### config.mk
export PLATFORM = sky130hd
export DESIGN_NAME = spnc_div
export DESIGN_NICKNAME = d
export VERILOG_FILES = /design/src/design/spnc_div.sv
export SDC_FILE = /design/constraint.sdc
export NUM_CORES = 2
export LEC_CHECK = 0
export BUFFER_PORTS_ARGS = -buffer_cell sky130_fd_sc_hd__buf_2
export CAP_MARGIN = 15
export CORE_ASPECT_RATIO = 2
export CORE_MARGIN = 4
export CORE_UTILIZATION = 45
export CTS_CLUSTER_DIAMETER = 50
export DETAILED_ROUTE_END_ITERATION = 8
export GPL_ROUTABILITY_DRIVEN = 1
export PLACE_DENSITY = 0.62
export SKIP_LAST_GASP = 1
export SLEW_MARGIN = 5
export SYNTH_ARGS = -nofsm -noshare
export SYNTH_HDL_FRONTEND = slang
export SYNTH_SLANG_ARGS = --single-unit
### constraint.sdc
create_clock -name clk -period 3.21 [get_ports clk]
set_input_delay 0.1605 -clock clk [delete_from_list [all_inputs] [get_ports clk]]
set_output_delay 0.1605 -clock clk [all_outputs]
set_load 0.05 [all_outputs]
### src/design/spnc_div.sv
module spnc_div #(
  parameter int NW = 50,
  parameter int DW = 34,
  parameter int QW = 17,
  parameter int SW = 1
) (
  input  logic          clk,
  input  logic          rst_n,
  input  logic          en,
  input  logic [NW-1:0] n,
  input  logic [DW-1:0] d,
  input  logic [SW-1:0] side_in,
  output logic [QW-1:0] q,
  output logic          rem_nz,
  output logic [SW-1:0] side_out
);

  // restoring division, one quotient bit per stage
  logic [DW-1:0] rem_r  [QW];
  logic [QW-1:0] nq_r   [QW];
  logic [DW-1:0] d_r    [QW];
  logic [SW-1:0] side_r [QW];

  for (genvar k = 0; k < QW; k++) begin : g_stage
    logic [DW-1:0] rem_i;
    logic [QW-1:0] nq_i;
    logic [DW-1:0] d_i;
    logic [SW-1:0] side_i;
    logic [DW:0]   trial;
    logic          take;

    if (k == 0) begin : g_first
      assign rem_i  = DW'(n >> QW);
      assign nq_i   = QW'(n);
      assign d_i    = d;
      assign side_i = side_in;
    end else begin : g_next
      assign rem_i  = rem_r[k-1];
      assign nq_i   = nq_r[k-1];
      assign d_i    = d_r[k-1];
      assign side_i = side_r[k-1];
    end

    always_comb begin
      trial = {rem_i, nq_i[QW-1]};
      take  = trial >= {1'b0, d_i};
    end

    always_ff @(posedge clk) begin
      if (en) begin
        rem_r[k]  <= take ? DW'(trial - {1'b0, d_i}) : trial[DW-1:0];
        nq_r[k]   <= {nq_i[QW-2:0], take};
        d_r[k]    <= d_i;
      end
    end

    always_ff @(posedge clk) begin
      if (!rst_n) begin
        side_r[k] <= '0;
      end else if (en) begin
        side_r[k] <= side_i;
      end
    end
  end

  assign q        = nq_r[QW-1];
  assign rem_nz   = |rem_r[QW-1];
  assign side_out = side_r[QW-1];

endmodule

Word-level counts from Yosys, hierarchy flattened --
Memories as Yosys holds them, arrays and structs flattened. Cells that the tools add are included.
Storage, ports and cells: bits in registers 0, latch bits 0, memory bits (writable) 1462, bits in read-only memories 0, bits of input ports 88, output and inout bits 19, logic and storage cells 95, memories kept 4
Cells by class: add/subtract/negate cells 17, multipliers 0, divide/modulo/power cells 0, order comparisons 17, equality and inequality tests 0, shift operators 0, muxes and demuxes 39, bitwise gates (word level) 17, reductions and logical operators 1
Memory list:
- d_r | depth 17, width 34, read ports 16, clocked after memory_dff 0, write ports 17, RTL line 21 | logic [DW-1:0] d_r [QW];
- rem_r | depth 17, width 34, read ports 17, clocked after memory_dff 0, write ports 17, RTL line 19 | logic [DW-1:0] rem_r [QW];
- nq_r | depth 17, width 17, read ports 17, clocked after memory_dff 0, write ports 17, RTL line 20 | logic [QW-1:0] nq_r [QW];
- side_r | depth 17, width 1, read ports 17, clocked after memory_dff 0, write ports 17, RTL line 22 | logic [SW-1:0] side_r [QW];
Operators with widths (number):
- 2-to-1 mux 34 bit | 17
- subtractor 34 bit | 17
- >= comparator 35 x 34 -> 1 bit | 16
- >= comparator 34 bit | 1
- OR reduction 34 bit | 1
- 2-to-1 mux 1 bit | 22
- bitwise OR 1 bit | 17

Logic depth before layout (Yosys ltp) --
depth in word-level cells 4, depth in mapped cells 15, depth with buffers taken out 14

Least setup slack after synthesis --
Ideal clock, no wire load.
path kind register -> register, from memory nq_r[8][16] (netlist: nq_r[0][152]), to memory rem_r[9][26] (netlist: rem_r[0][332]), data pin, setup time 0.260 ns, data arrival time 3.191 ns, data required time 2.950 ns, setup slack -0.241 ns, cell stages (with the launch flop) 15, path buffers 0, period minus slack after synthesis 3.451 ns, cells stage by stage edfxtp_1 -> inv_1 -> ha_1 -> inv_1 -> fa_1 -> a21o_1 -> a21oi_1 -> o221ai_1 -> a221o_1 -> a22oi_2 -> o21ai_1 -> a2111oi_0 -> nor3_1 -> xor2_1 -> mux2_2
RTL lines (RTL line):
- start, declared | 20
- end, declared | 19

==> reports/metrics.csv <==
metric;value;unit
vias in the first global route;67110;
critical path's top delay family;compound AO/OA/AOI/OAI gates;
Period minus WS final;3.665;ns
CP required;3.75;ns
NetSw;41.29;mW
initial antenna violation count;2;
synth top area cells;edfxtp_1 (53%), ha_1 (8.9%), a21oi_1 (3.8%);
fill cell total of the finished layout;14520;
Post-Layout Inst Area;0.1071;mm^2
hold_ws;0.05780;ns
unrepaired setup endpoints after global routing;true;
failing checks;setup timing;
die area;0.1877;mm^2
Achievable Freq;272.9;MHz
FFs w/ async S/R, synth;0;
total gr overflow;0;
CP endpoint;rem_r[0][36];
most frequent cells in the layout;buf_4 (1497), edfxtp_1 (1427), inv_1 (737);
Reg2Reg Capture Point;rem_r[0][36];
CP Launch Type;flip-flop;
fin nets;9671;
first-pass GRT wire length;353000;um
maximum buffer depth of the clock tree;4;
Distinct cells, synth;102;
IO Port Bufs;106;
htree depth;4;
setup slack, reg-to-reg;-0.45;ns
setup violators final;482;
Via density;5.409;
Final Max Tran Viols;0;
number of placed cells counting well taps;10860;
WL final;241500;um
worst path bufs/invs;5;
Synth Register Bits;1428;
core area;0.1795;mm^2
vias;61780;
part of the power in registers;0.275;
Critical Path AT;4.21;ns
crit path from;rem_r[0][1];
Lkg Pwr;45.96;nW
Cell Chain, Critical Path;ha_4 > buf_4 > o21a_1 > o31a_1 > o31a_1 > o22ai_2 > o22ai_1 > buf_4 > nand4_1 > a31oi_2 > a41o_4 > clkbuf_16 > buf_12 > clkbuf_16 > a21oi_2;
crit end category;flip-flop;
Crit path depth;15;
TritonCTS Buffers;154;
clock skew;0.03817;ns
FF-to-FF Start;rem_r[0][1];
Worst-path clk slew;0.06;ns
Layout Cells excl Fill;11420;
GRT Overall Usage;0.2478;
top-area cell type share of the netlist area;0.5279;
Sw Share;0.3748;
status;finished, violations left;
TritonCTS clock tree;yes;
dpl hpwl;181100;um
Rows;220;
initial core utilization;0.4523;
clock sinks;1428;
placed cell areas;0.09564;mm^2
number of flops mapped to enable cells by yosys;1427;
Syn Area/Cell;11.39;um^2
area leader, netlist;edfxtp_1;
post-synthesis sequential area ratio;0.5281;
Crit-path slowest cell;edfxtp_1;
crit path kind;flip-flop to flip-flop;
drt first pass iters;5;
Worst Reg-to-Reg Cells;15;
setup ws final;-0.4548;ns
P_int;68.88;mW
Worst slew margin;0.4480;
DRT iter0 DRCs;2470;
Worst Tran Pin Value;0.8071;ns
Mapped Area;0.08118;mm^2
CTS Root Cell;clkbuf_16;
Post-Syn Nets;7807;
Top FF cell, synth;edfxtp_1;
CP peak stage delay;0.45;ns
area grow syn2layout;31.90;%
GPL Wtd Cong;0.9686;
Remaining DRCs;0;
Worst Hold Class;input port to flip-flop;
Crit Path Max Fanout;6;
DIE HEIGHT;608.7;um
Synthesis Warnings;0;
Clk pwr share;0.157;
drt wl/cell;21.14;um
VDD IR-drop max;0.5448;mV
Gate power share;0.569;
Max Cap Violations;0;
Clk Latency, worst-skew pair;0.82;ns
Syn Inst Count;7124;
IO Pins;107;
share of post-route cells with drive strength above 1;0.3074;
most common cell after layout, fill and taps aside;buf_4;
chip width;308.3;um
final worst-path cycle share;1.142;
largest net degree at the start of global routing;93;
antenna-violating nets left;0;
pwr/cell area;1029;mW/mm^2
final hold violations;0;
[worst min-delay path: stages]
cell	delay, ns
buf_2	0.09
ha_1	0.14
buf_4	0.12
xnor2_1	0.11
mux2_2	0.13
[cell type report]
| type | count | area [um^2] | area share |
|---|---|---|---|
| flip-flops and latches | 1428 | 42870 | 0.4004 |
| multi-input cells | 4763 | 37730 | 0.3524 |
| repair buffers | 1875 | 15950 | 0.1490 |
| clock buffers | 185 | 4034 | 0.03768 |
| well taps | 2331 | 2917 | 0.02724 |
| inverters | 766 | 2875 | 0.02685 |
| clock inverters | 73 | 694.4 | 0.006486 |
| diodes | 1 | 2.502 | 0.00002337 |
[logic make-up after synthesis]
kind of cell,count (synthesis),share of synthesized area
XOR/XNOR,479,0.05168
AO/OA/AOI/OAI,1895,0.1500
flip-flops,1428,0.5281
adder cells (fa/ha/maj),595,0.09328
multiplexers,320,0.04533
AND/OR/NAND/NOR,1474,0.08671
buffers and inverters,933,0.04491
[Yosys cell counts (28+ instances only)]
| master | count |
|---|---|
| a211oi_1 | 40 |
| a21o_1 | 332 |
| a21oi_1 | 620 |
| a31oi_1 | 51 |
| and3_1 | 66 |
| buf_2 | 51 |
| clkbuf_1 | 96 |
| edfxtp_1 | 1427 |
| ha_1 | 578 |
| inv_1 | 765 |
| mux2_2 | 253 |
| mux2_4 | 28 |
| nand2_1 | 420 |
| nand2b_1 | 65 |
| nand3_1 | 130 |
| nand4_1 | 86 |
| nor2_1 | 405 |
| nor2b_1 | 70 |
| nor3_1 | 76 |
| nor4_1 | 35 |
| o21a_1 | 86 |
| o21ai_0 | 356 |
| o21bai_1 | 95 |
| o31ai_1 | 32 |
| xnor2_1 | 311 |
| xor2_1 | 168 |
[routing by layer]
| metal | GRT usage | up-vias | wire length (um) |
|---|---|---|---|
| li1 | - | 29870 | - |
| met1 | 0.1527 | 29610 | 56770 |
| met2 | 0.5347 | 1320 | 145800 |
| met3 | 0.02647 | 974 | 5800 |
| met4 | 0.2683 | 2 | 33120 |
| met5 | 0 | - | 12 |
[power by group through the flow]
stage | Sequential [mW] | Clock [mW] | Combinational, mW
after detailed placement | 30.5 | 0 | 53.9
final | 30.2 | 17.3 | 62.6
after CTS | 30.2 | 17.7 | 60.1
after floorplan | 29.5 | 0 | 32.3
after global placement | 30.4 | 0 | 52.9
after global routing | 30.7 | 18.4 | 67.5
[flip-flops by register name (all words and copies together) (netlist names)]
name	count
d_r	544
nq_r	289
rem_r	578
side_r	17
[metrics by stage]
| stage | TNS [ns] | power (mW) | util | setup WS, ns |
|---|---|---|---|---|
| 3_5_place_dp | -275.41 | 84.43 | 0.5329 | -0.9109 |
| 6_report | -92.41 | 110.2 | 0.5966 | -0.4548 |
| 3_3_place_gp | -250.56 | 83.28 | 0.5329 | -0.8245 |
| 4_1_cts | -114.45 | 107.9 | 0.5856 | -0.5044 |
| 5_1_grt | -155.12 | 116.5 | 0.5966 | -0.5395 |
| 2_1_floorplan | -1.246 | 61.74 | - | -0.04460 |
[what timing repair did]
| action | 4_1_cts | 5_1_grt |
|---|---|---|
| resized for setup | 468 | 260 |
| hold endpoints to repair | 156 | 1 |
| pin swaps | 233 | 85 |
| setup buffers | 135 | 58 |
| setup endpoints to repair | 557 | 590 |
| hold buffers | 88 | 1 |
| cloned | 22 | 17 |
[worst min path at each step]
| stage | start | end | slack (ns) | depth (start not counted) |
|---|---|---|---|---|
| final | n[24] | rem_r[0][8] | 0.06 | 5 |
| after global placement | n[4] | nq_r[0][5] | 0.34 | 1 |
| after global routing | n[0] | nq_r[0][1] | 0.05 | 2 |
| after CTS | n[1] | nq_r[0][2] | 0.009 | 2 |
| after floorplan | d[0] | d_r[0][0] | 0.26 | 0 |
| after detailed placement | n[4] | nq_r[0][5] | 0.34 | 1 |
No activity file was read; power rests on OpenSTA's default activity.
